## src/rtl/core/dnd_pkg.sv

```systemverilog
// dns name decompressor package: request and response types, status codes
// and size defaults shared by the core and its testbench
// no dependencies
`default_nettype none

package dnd_pkg;

   localparam int PACKET_BYTES_DEF   = 512;
   localparam int MAX_NAME_BYTES_DEF = 255;

   localparam logic [5:0] MAX_HOPS_RESET = 6'd16;

   // length byte tags (top two bits)
   localparam logic [1:0] TAG_LABEL   = 2'b00;
   localparam logic [1:0] TAG_POINTER = 2'b11;

   localparam logic [7:0] DOT_CHAR = 8'h2E;

   localparam logic [0:0] MODE_LOAD   = 1'b0;
   localparam logic [0:0] MODE_DECODE = 1'b1;

   localparam logic [1:0] STATUS_OK       = 2'd0;
   localparam logic [1:0] STATUS_HOPS     = 2'd1;
   localparam logic [1:0] STATUS_OVERFLOW = 2'd2;
   localparam logic [1:0] STATUS_BAD_TYPE = 2'd3;

   typedef struct packed {
      logic       mode;
      logic [8:0] address;
      logic [7:0] data_byte;
   } req_type;

   typedef struct packed {
      logic [63:0] text_word;
      logic [3:0]  char_count;
      logic        last;
      logic [8:0]  next_offset;
      logic [1:0]  status;
   } rsp_type;

endpackage

`default_nettype wire

```

## src/rtl/core/dnd_ram.sv

```systemverilog
// generic simple dual-port ram: one write port, one read port, registered read
// no dependencies
`default_nettype none

module dnd_ram #(
   parameter int WIDTH = 8,
   parameter int DEPTH = 512
) (
   input  wire                          clock,
   input  wire                          wr_en,
   input  wire  [$clog2(DEPTH)-1:0]     wr_addr,
   input  wire  [WIDTH-1:0]             wr_data,
   input  wire  [$clog2(DEPTH)-1:0]     rd_addr,
   output logic [WIDTH-1:0]             rd_data
);

   logic [WIDTH-1:0] mem [DEPTH];
   logic [WIDTH-1:0] rd_data_ff;

   always_ff @(posedge clock) begin
      if (wr_en) begin
         mem[wr_addr] <= wr_data;
      end
      rd_data_ff <= mem[rd_addr];
   end

   assign rd_data = rd_data_ff;

endmodule

`default_nettype wire

```

## src/rtl/core/dns_name_decompressor_core.sv

```systemverilog
// dns name decompressor top level: request sequencer around the packet store
// depends on dnd_pkg and dnd_ram
`default_nettype none

// A load request (mode 0) writes one message byte into the packet store; it
// produces no response. A decode request (mode 1) walks the encoded name from
// the given offset, one packet store read per cycle, and streams the dotted
// text as 64-bit words of eight characters, the final word holding the
// remaining zero to seven characters and flagged by last with next_offset and
// status. Each length byte passes through ST_HEAD (issue) and ST_HEAD_WAIT
// (read), each label character through ST_LABEL, and each compression
// pointer also through ST_PTR_WAIT for its low byte.
// busy is high for the whole walk. Responses appear on rsp_strobe for one
// cycle each and cannot be held off; the store read port sets the pace.
// The store holds undefined data until loaded.

module dns_name_decompressor_core #(
   parameter int PACKET_BYTES   = dnd_pkg::PACKET_BYTES_DEF,
   parameter int MAX_NAME_BYTES = dnd_pkg::MAX_NAME_BYTES_DEF
) (
   input  wire                clock,
   input  wire                reset,
   input  wire                start,
   output logic               busy,
   input  wire dnd_pkg::req_type req_item,
   output logic               rsp_strobe,
   output dnd_pkg::rsp_type   rsp_item,
   input  wire                csr_we,
   input  wire  [5:0]         csr_wdata
);

   import dnd_pkg::*;

   localparam int AW     = $clog2(PACKET_BYTES);
   localparam int SUM_W  = $clog2(PACKET_BYTES + 64);
   localparam int CUR_W  = (SUM_W > 14) ? SUM_W : 14;
   localparam logic [CUR_W-1:0] PB_LIM   = CUR_W'(PACKET_BYTES);
   localparam logic [9:0]       NAME_LIM = 10'(MAX_NAME_BYTES);

   localparam logic [2:0] ST_IDLE      = 3'd0;
   localparam logic [2:0] ST_HEAD      = 3'd1;
   localparam logic [2:0] ST_HEAD_WAIT = 3'd2;
   localparam logic [2:0] ST_PTR_WAIT  = 3'd3;
   localparam logic [2:0] ST_LABEL     = 3'd4;

   logic [2:0]       state_ff, state_in;
   logic [CUR_W-1:0] cursor_ff, cursor_in;
   logic [8:0]       end_ff, end_in;
   logic             jumped_ff, jumped_in;
   logic [5:0]       hop_ff, hop_in;
   logic [7:0]       name_len_ff, name_len_in;
   logic [63:0]      word_ff, word_in;
   logic [3:0]       fill_ff, fill_in;
   logic [5:0]       rem_ff, rem_in;
   logic [5:0]       ptr_hi_ff, ptr_hi_in;
   logic [5:0]       max_hops_ff;
   rsp_type          rsp_ff, rsp_in;
   logic             rsp_strobe_ff, rsp_strobe_in;

   logic             mem_we;
   logic [AW-1:0]    mem_waddr;
   logic [AW-1:0]    mem_raddr;
   logic [7:0]       mem_rdata;

   logic             char_en;
   logic [7:0]       char_val;
   logic             fin_en;
   logic [1:0]       fin_status;
   logic [8:0]       fin_offset;
   logic [63:0]      word_next;

   logic [CUR_W-1:0] cursor_inc;
   logic [CUR_W-1:0] cursor_plus_len;
   logic [9:0]       name_need;
   logic [CUR_W-1:0] req_addr_ext;

   assign cursor_inc      = cursor_ff + CUR_W'(1);
   assign cursor_plus_len = cursor_ff + CUR_W'(mem_rdata[5:0]);
   assign name_need       = {2'b00, name_len_ff} + {4'b0000, mem_rdata[5:0]} + 10'd2;
   assign req_addr_ext    = CUR_W'(req_item.address);

   dnd_ram #(
      .WIDTH (8),
      .DEPTH (PACKET_BYTES)
   ) u_store (
      .clock   (clock),
      .wr_en   (mem_we),
      .wr_addr (mem_waddr),
      .wr_data (req_item.data_byte),
      .rd_addr (mem_raddr),
      .rd_data (mem_rdata)
   );

   assign mem_waddr = req_addr_ext[AW-1:0];

   always_comb begin
      state_in    = state_ff;
      cursor_in   = cursor_ff;
      end_in      = end_ff;
      jumped_in   = jumped_ff;
      hop_in      = hop_ff;
      name_len_in = name_len_ff;
      rem_in      = rem_ff;
      ptr_hi_in   = ptr_hi_ff;
      mem_we      = 1'b0;
      mem_raddr   = cursor_ff[AW-1:0];
      char_en     = 1'b0;
      char_val    = DOT_CHAR;
      fin_en      = 1'b0;
      fin_status  = STATUS_OK;
      fin_offset  = end_ff;

      unique case (state_ff)
         ST_IDLE: begin
            if (start) begin
               if (req_item.mode == MODE_LOAD) begin
                  mem_we = (req_addr_ext < PB_LIM);
               end else begin
                  cursor_in   = req_addr_ext;
                  end_in      = 9'd0;
                  jumped_in   = 1'b0;
                  hop_in      = 6'd0;
                  name_len_in = 8'd0;
                  state_in    = ST_HEAD;
               end
            end
         end
         ST_HEAD: begin
            if (cursor_ff >= PB_LIM) begin
               fin_en     = 1'b1;
               fin_status = STATUS_OVERFLOW;
               state_in   = ST_IDLE;
            end else begin
               state_in = ST_HEAD_WAIT;
            end
         end
         ST_HEAD_WAIT: begin
            mem_raddr = cursor_inc[AW-1:0];
            if (mem_rdata == 8'd0) begin
               fin_en = 1'b1;
               if (!jumped_ff) begin
                  fin_offset = cursor_inc[8:0];
               end
               state_in = ST_IDLE;
            end else if (mem_rdata[7:6] == TAG_POINTER) begin
               if (cursor_inc >= PB_LIM) begin
                  fin_en     = 1'b1;
                  fin_status = STATUS_OVERFLOW;
                  state_in   = ST_IDLE;
               end else if (hop_ff >= max_hops_ff) begin
                  fin_en     = 1'b1;
                  fin_status = STATUS_HOPS;
                  state_in   = ST_IDLE;
               end else begin
                  if (!jumped_ff) begin
                     end_in    = 9'(cursor_ff + CUR_W'(2));
                     jumped_in = 1'b1;
                  end
                  hop_in    = hop_ff + 6'd1;
                  ptr_hi_in = mem_rdata[5:0];
                  state_in  = ST_PTR_WAIT;
               end
            end else if (mem_rdata[7:6] != TAG_LABEL) begin
               fin_en     = 1'b1;
               fin_status = STATUS_BAD_TYPE;
               state_in   = ST_IDLE;
            end else if (name_need > NAME_LIM || cursor_plus_len >= PB_LIM) begin
               fin_en     = 1'b1;
               fin_status = STATUS_OVERFLOW;
               state_in   = ST_IDLE;
            end else begin
               // separator before every label but the first
               char_en     = (name_len_ff != 8'd0);
               name_len_in = name_len_ff + {2'b00, mem_rdata[5:0]} + 8'd1;
               rem_in      = mem_rdata[5:0];
               cursor_in   = cursor_inc;
               state_in    = ST_LABEL;
            end
         end
         ST_PTR_WAIT: begin
            cursor_in = CUR_W'({ptr_hi_ff, mem_rdata});
            state_in  = ST_HEAD;
         end
         ST_LABEL: begin
            mem_raddr = cursor_inc[AW-1:0];
            char_en   = 1'b1;
            char_val  = mem_rdata;
            cursor_in = cursor_inc;
            rem_in    = rem_ff - 6'd1;
            if (rem_ff == 6'd1) begin
               state_in = ST_HEAD;
            end
         end
         default: begin
            state_in = ST_IDLE;
         end
      endcase
   end

   // character packing and response formation
   always_comb begin
      word_in       = word_ff;
      fill_in       = fill_ff;
      rsp_in        = rsp_ff;
      rsp_strobe_in = 1'b0;
      word_next     = word_ff | (64'(char_val) << {fill_ff[2:0], 3'b000});

      if (state_ff == ST_IDLE) begin
         word_in = 64'd0;
         fill_in = 4'd0;
      end

      if (char_en) begin
         if (fill_ff[2:0] == 3'd7) begin
            rsp_in.text_word   = word_next;
            rsp_in.char_count  = 4'd8;
            rsp_in.last        = 1'b0;
            rsp_in.next_offset = 9'd0;
            rsp_in.status      = STATUS_OK;
            rsp_strobe_in      = 1'b1;
            word_in            = 64'd0;
            fill_in            = 4'd0;
         end else begin
            word_in = word_next;
            fill_in = fill_ff + 4'd1;
         end
      end

      if (fin_en) begin
         rsp_in.text_word   = word_ff;
         rsp_in.char_count  = fill_ff;
         rsp_in.last        = 1'b1;
         rsp_in.next_offset = (fin_status == STATUS_OK) ? fin_offset : 9'd0;
         rsp_in.status      = fin_status;
         rsp_strobe_in      = 1'b1;
         word_in            = 64'd0;
         fill_in            = 4'd0;
      end
   end

   always_ff @(posedge clock) begin
      if (reset) begin
         state_ff      <= ST_IDLE;
         cursor_ff     <= '0;
         end_ff        <= 9'd0;
         jumped_ff     <= 1'b0;
         hop_ff        <= 6'd0;
         name_len_ff   <= 8'd0;
         word_ff       <= 64'd0;
         fill_ff       <= 4'd0;
         rem_ff        <= 6'd0;
         max_hops_ff   <= MAX_HOPS_RESET;
         rsp_strobe_ff <= 1'b0;
      end else begin
         state_ff      <= state_in;
         cursor_ff     <= cursor_in;
         end_ff        <= end_in;
         jumped_ff     <= jumped_in;
         hop_ff        <= hop_in;
         name_len_ff   <= name_len_in;
         word_ff       <= word_in;
         fill_ff       <= fill_in;
         rem_ff        <= rem_in;
         rsp_strobe_ff <= rsp_strobe_in;
         if (csr_we) begin
            max_hops_ff <= csr_wdata;
         end
      end
   end

   always_ff @(posedge clock) begin
      ptr_hi_ff <= ptr_hi_in;
      rsp_ff    <= rsp_in;
   end

   assign busy       = (state_ff != ST_IDLE);
   assign rsp_strobe = rsp_strobe_ff;
   assign rsp_item   = rsp_ff;

endmodule

`default_nettype wire

```

## config.mk

```make
export PLATFORM = sky130hd
export DESIGN_NAME = dns_name_decompressor_core
export DESIGN_NICKNAME = d
export VERILOG_FILES = /design/src/rtl/core/dnd_pkg.sv /design/src/rtl/core/dnd_ram.sv /design/src/rtl/core/dns_name_decompressor_core.sv
export SDC_FILE = /design/constraint.sdc
export NUM_CORES = 2
export LEC_CHECK = 0
export BUFFER_PORTS_ARGS = -buffer_cell sky130_fd_sc_hd__buf_2
export CAP_MARGIN = 20
export CORE_MARGIN = 8
export CORE_UTILIZATION = 25
export DETAILED_ROUTE_END_ITERATION = 8
export SLEW_MARGIN = 10
export SYNTH_ARGS = -nofsm -noshare
export SYNTH_HDL_FRONTEND = slang
export SYNTH_SLANG_ARGS = --single-unit
export TNS_END_PERCENT = 1
```

## constraint.sdc

```tcl
create_clock -name clock -period 5.36 [get_ports clock]
set_input_delay 1.072 -clock clock [delete_from_list [all_inputs] [get_ports clock]]
set_output_delay 1.072 -clock clock [all_outputs]
set_load 0.005 [all_outputs]
```

* Yosys cells after proc, flatten, opt, wreduce, memory -nomap -nowiden *
Memories as Yosys holds them, arrays and structs flattened. A register that Yosys moved wholly into a read port is not among the register bits.
Cells that the tools add are included.

operators by class
  $add $sub $neg = 10
  order comparisons = 6
  equal/unequal tests = 18
  shift operators = 1
  mux-type cells = 96
  bitwise gates (word level) = 4
  reduce and logical (&&, ||, !) cells = 24

operators with widths
  operator               count
  $mux 80                3
  $mux 64                3
  $mux 9                 12
  $mux 14                6
  $or 64x64->64          1
  $shl 8x6->64           1
  $mux 6                 10
  $mux 8                 7
  $pmux 14 s4            1
  $ge 14x10->1 const B   3
  $mux 1                 26
  $pmux 6 s2             2
  $ne 2x2->1 const B     11
  $mux 3                 7
  $reduce_and 7->1       3
  $mux 2                 9
  $pmux 9 s2             1
  $pmux 8 s2             1
  $pmux 3 s5             1
  $add 14x1->14 const B  1
  $add 14x6->14          1
  $mux 4                 3
  $reduce_bool 2->1      6
  $add 9x2->10 const B   1
  other kinds (30)       39

storage, ports and cells
  flip-flop bits (word level) = 208
  RAM bits = 4096
  bits of input ports = 28
  output and inout port bits = 82
  logic and storage cells = 177
  memories = 1

memory list
  memory       words  width  read ports  clocked after Yosys merged registers in  wr ports  line           text
  u_store.mem  512    8      1           1                                        1         dnd_ram.sv:17  logic [WIDTH-1:0] mem [DEPTH];

* Logic depth before layout (Yosys ltp) *
  word-level depth = 12
  mapped depth = 20

* Cells and area by module *
From an unflattened synthesis, not the netlist that was laid out.

second synthesis, totals
  cells, all modules = 9089
  area, all modules = 169961.8 µm²

by module, submodules not included
  module                      times used  cells an instance  area an instance (µm²)  seq. area each (µm²)
  dnd_ram                     1           8030               159927.1                123158.1
  dns_name_decompressor_core  1           1059               10034.6                 5014.8

* Worst setup path before layout *
Ideal clock, no wire load.

  path type = register to register
  start = reg u_store.rd_data_ff[1] (netlist: u_store.rd_data[1]), read port of u_store.mem
  end = reg rsp_ff, in the netlist rsp_item[0] (enable)
  data arrival time = 4.726 ns
  data required time = 4.927 ns
  slack = 0.201 ns
  cell stages (with the launch flop) = 17
  buffers on the path = 3
  clock period less this slack = 5.159 ns
  path through = dfxtp_1 -> inv_1 -> ha_1 -> inv_1 -> ha_1 -> maj3_1 -> a221oi_1 -> a211oi_1 -> a21oi_1 -> o2111ai_1 -> o21ai_0 -> nand2_1 -> and2_1 -> clkbuf_1 -> buf_2 -> buf_2 -> inv_1

between the ends
  word-level cells in the longest chain between the ends = 11
  elaborated cells on any way between the ends = 20
  classes of those cells = add/sub (3); order compare (2); mux (10); reduce/logical (5)

ends and longest elaborated chain
  item                                 line                               text
  start, declared                      dnd_ram.sv:18                      logic [WIDTH-1:0] rd_data_ff;
  $add 8x6->9                          dns_name_decompressor_core.sv:79   assign name_need = {2'b00, name_len_ff} + {4'b0000, mem_rdata[5:0]} + 10'd2;
  $add 9x2->10                         dns_name_decompressor_core.sv:79
  $gt 10x8->1                          dns_name_decompressor_core.sv:167  end else if (name_need > NAME_LIM || cursor_plus_len >= PB_LIM) begin
  $logic_or 1x1->1                     dns_name_decompressor_core.sv:167
  $mux 1                               dns_name_decompressor_core.sv:167
  $mux 1                               dns_name_decompressor_core.sv:163  end else if (mem_rdata[7:6] != TAG_LABEL) begin
  $mux 1                               dns_name_decompressor_core.sv:145  end else if (mem_rdata[7:6] == TAG_POINTER) begin
  $mux 1                               dns_name_decompressor_core.sv:139  if (mem_rdata == 8'd0) begin
  $pmux 1 s2                           dns_name_decompressor_core.sv:113  unique case (state_ff)
  $reduce_bool 2->1 (no source line)   --
  $reduce_and 2->1 (no source line) *  --
  end signal, assigned                 dns_name_decompressor_core.sv:273  rsp_ff <= rsp_in;
  end, declared                        dns_name_decompressor_core.sv:57   rsp_type rsp_ff, rsp_in;

Every way passes the cells marked *; elsewhere a longest branch is shown, timed or not.
A chain may end at the register's enable or synchronous reset.

* Final worst setup path *
  start = reg cursor_ff[1]
  end = reg u_store.rd_data_ff[4] (netlist: u_store.rd_data[4]), read port of u_store.mem

between the ends
  word-level cells in the longest chain between the ends = 2

ends and longest elaborated chain
  item                    line                               text
  start, declared         dns_name_decompressor_core.sv:47   logic [CUR_W-1:0] cursor_ff, cursor_in;
  start signal, assigned  dns_name_decompressor_core.sv:256  cursor_ff <= cursor_in;
  $add 14x1->14           dns_name_decompressor_core.sv:77   assign cursor_inc = cursor_ff + CUR_W'(1);
  $mux 9 *                dns_name_decompressor_core.sv:113

Marks and branches as above.

==> run_results.csv <==
group,metric,value,unit
clocking,cts_setup_buffers,0,
clocking,insertion_delay,1.04,ns
routing,num_vias,106779,
power,pwr-share-clk,40.4,%
clocking,max-clock-path-buffers,4,
worst_setup_path,cpMostUsedCell,"nor2_4",
logic_synthesis,yosysWarnings,0,
floorplanning,coreArea,681000,sq um
clocking,h-tree-depth,5,
worst_setup_path,crit_slowest_cell,"o221ai_1",
worst_setup_path,arrival,6.33,ns
logic_synthesis,yosysUniqueCellTypes,92,
floorplanning,num_rows,303,
routing,drt_iter0_markers,18067,
power,intPower,0.0568,W
routing,drt-pass1-iter-count,7,
timing,fin_ws,-0.0155,ns
logic_synthesis,yosys-top-cells-area,"edfxtp_1 (73%), mux4_2 (6.9%), nand2_1 (3.6%)",
logic_synthesis,synth_top_area_share,73.5,%
logic_synthesis,synth_cells,10620,
clocking,clockRootBuffer,"clkbuf_16",
floorplanning,dieArea,710000,sq um
power,combPwrFrac,10.6,%
cells_and_area,drive_above_1_share,18.4,%
logic_synthesis,synth_async_sr_flop_share,0,%
timing,period_share,100,%
place,portBuffers,109,
place,dp_slack,-0.0585,ns
routing,antenna_left,0,
worst_setup_path,worstPathCellList,"ha_1 -> nand2_1 -> nor4_2 -> buf_4 -> nor2_4 -> nor2_4 -> buf_12 -> a21oi_1 -> a31oi_1 -> o22ai_1 -> o221ai_1 -> a2bb2o_1",
min_path,hp-class,"in -> reg",
routing,drc,0,
floorplanning,initial_utilization,25.1,%
logic_synthesis,synth_commonest_cells,"edfxtp_1 (4181), nand2_1 (1626), nor2_1 (774)",
floorplanning,die_w,843,um
place,routabilityCongestion,0.907,
timing,clock.fmax,186,MHz
logic_synthesis,ys_seq_area_share,75.0,%
clocking,cts.sinks,4312,
status,outcome,"complete, but fails checks",
timing,setup_viol,1,
global_routing,grt_overflow,0,
logic_synthesis,synth-edff-count,4181,
floorplanning,fp.dieH,843,um
worst_setup_path,cpPeakStageDelay,0.92,ns
power,p_per_area,377,nW/um^2
logic_synthesis,avgSynthCellArea,16.1,sq um
timing,drv_slew,0,
logic_synthesis,mappedNetlistNets,10685,
routing,routedWlPerCell,28.6,um
power,fin_total_pwr,0.0759,W
job,cap_violations,0,
global_routing,grt_pass1_vias,100033,
power,power_switching,0.0191,W
logic_synthesis,synth_top_flop_cell,"edfxtp_1",
clocking,clk_pin_slew,0.07,ns
routing,wl,588,mm
worst_setup_path,cp_top_family,"compound AO/OA/AOI/OAI gates",
worst_setup_path,required,6.32,ns
cells_and_area,area_growth,17.9,%
timing,worst_pin_slew,1.16,ns
timing,rsz0062_at_grt,"no",
logic_synthesis,synth_largest_area_cell,"edfxtp_1",
routing,vias_per_cell,5.19,
power,leakage,62.8,nW
logic_synthesis,yosysMostFrequentCell,"edfxtp_1",
global_routing,antenna_found_initial,53,
place,dpl.hpwl,367,mm
power,ir_worst_vdd,0.296,mV
global_routing,grt_max_degree,169,
clocking,numCtsBuffers,432,
clocking,cts_tree,"done",
worst_setup_path,end_kind,"flip-flop",
cells_and_area,nNetsFinal,11236,
power,switching_share,25.2,%
timing,skew,0.137,ns
timing,hold_viol_final,0,
worst_setup_path,critPathBufInv,2,
power,pwr-share-seq,49.0,%
global_routing,grt_pass1_wl,810,mm
worst_setup_path,crit_path_start_kind,"flip-flop",
timing,timing.final.crit_period,5.38,ns
logic_synthesis,synth-seq-cells,4312,
floorplanning,ios,110,
timing,slew-limit-headroom,22.1,%
worst_setup_path,critPathMaxFanout,29,
logic_synthesis,synth_area,171000,sq um
status,failed_checks,"negative setup slack",
worst_setup_path,crit_type,"reg -> reg",
global_routing,grt_usage,15.7,%
-- timing repair --
item	4_1_cts	5_1_grt
pin swaps	0	0
hold buffers	0	0
endpoints found under the setup margin	1	4
gates resized for setup	1	5
-- kinds of logic after synthesis --
logic type / count (synthesis) / share of synthesized area, %
buffers and inverters: 759 / 2.15
flip-flops: 4312 / 75.0
multiplexers: 797 / 8.49
XOR/XNOR: 30 / 0.158
AO/OA/AOI/OAI: 1397 / 5.74
AND/OR/NAND/NOR: 3287 / 8.17
adder cells (fa/ha/maj): 38 / 0.290
-- power groups by stage --
stage,sequential [W],combinational [W],clock (W)
final,0.0372,0.00801,0.0307
after global placement,0.0379,0.00772,0
after CTS,0.0372,0.00777,0.0309
after detailed placement,0.0379,0.00774,0
after global routing,0.0372,0.00814,0.0321
after floorplan,0.0378,0.00362,0
-- worst paths after layout --
check | cells past startpoint | start | slack [ns] | to
max | 12 | cursor_ff[1] | -0.02 | u_store.rd_data[4]
min | 3 | csr_wdata[1] | 0.33 | max_hops_ff[1]
max reg2reg | 12 | cursor_ff[1] | -0.02 | u_store.rd_data[4]
min reg2reg | 2 | end_ff[6] | 0.45 | end_ff[6]
-- state kept, by name, indices dropped and copies added, names as in the netlist, 3 cells and up --
signal and flops:
word_ff 64, u_store.mem 4096, rem_ff 6, state_ff 3, rsp_item 80, cursor_ff 14
end_ff 9, hop_ff 6, ptr_hi_ff 6, name_len_ff 8, u_store.rd_data 8, max_hops_ff 6
fill_ff 4
-- routing by layer --
| layer | vias to the layer above | share of wire [%] | GRT usage (%) |
|---|---|---|---|
| met5 | - | 0.039 | 0.0537 |
| met4 | 32 | 5.2 | 7.31 |
| met3 | 1306 | 13 | 4.50 |
| met2 | 7800 | 43 | 23.1 |
| met1 | 54852 | 38 | 21.2 |
| li1 | 42789 | - | - |
-- layout by cell type, fill, tap and decap left out, drive strengths merged, types with 15 or more instances in the layout --
master | netlist | final
a32oi | 137 | 137
a311oi | 66 | 66
nand2 | 1627 | 1627
nor4 | 28 | 28
buf | 397 | 843
o211ai | 20 | 20
nor2 | 777 | 777
clkbuf | 329 | 535
a31oi | 212 | 212
a221oi | 29 | 29
a22oi | 161 | 161
mux4 | 520 | 520
nor2b | 20 | 20
xor2 | 16 | 16
a2111oi | 15 | 15
clkinv | 1 | 191
bufinv | 0 | 47
diode | 0 | 41
o2111ai | 41 | 41
mux2 | 27 | 27
o221ai | 26 | 26
ha | 34 | 34
and3 | 124 | 124
nand3 | 506 | 506
a21oi | 277 | 277
a22o | 15 | 15
nor3 | 44 | 44
a32o | 20 | 20
o22ai | 43 | 43
mux2i | 250 | 250
dfxtp | 131 | 131
a211oi | 102 | 102
a21o | 16 | 16
inv | 32 | 44
edfxtp | 4181 | 4181
o21ai | 122 | 122
nand4 | 88 | 88
-- cell type report --
| cell class | instances | area [sq um] |
|---|---|---|
| Antenna cell | 41 | 103 |
| Clock buffer | 535 | 11400 |
| Clock inverter | 263 | 2870 |
| Fill cell | 66959 | 479000 |
| Inverter | 33 | 129 |
| Multi-Input combinational cell | 5549 | 39800 |
| Sequential cell | 4312 | 128000 |
| Tap cell | 8997 | 11300 |
| Timing Repair Buffer | 843 | 7760 |
-- through the flow --
| stage | util, % | instance area (sq um) | std cells | hold WS, ns | TNS, ns |
|---|---|---|---|---|---|
| after floorplan | - | 171000 | 10620 | 0.432 | 0 |
| final | 29.6 | 201000 | 20573 | 0.331 | -0.0155 |
| after global routing | 29.6 | 201000 | 20534 | 0.342 | 0 |
| after CTS | 29.6 | 201000 | 20530 | 0.270 | 0 |
| after detailed placement | 27.5 | 187000 | 19732 | 0.445 | -0.0585 |
| after global placement | 27.5 | 187000 | 19729 | 0.439 | -0.441 |
-- worst min-delay path: stages --
cell and delay [ns]:
buf_2 0.08, mux2i_1 0.05, nor2_1 0.08
Power figures use the tool's default switching activity.
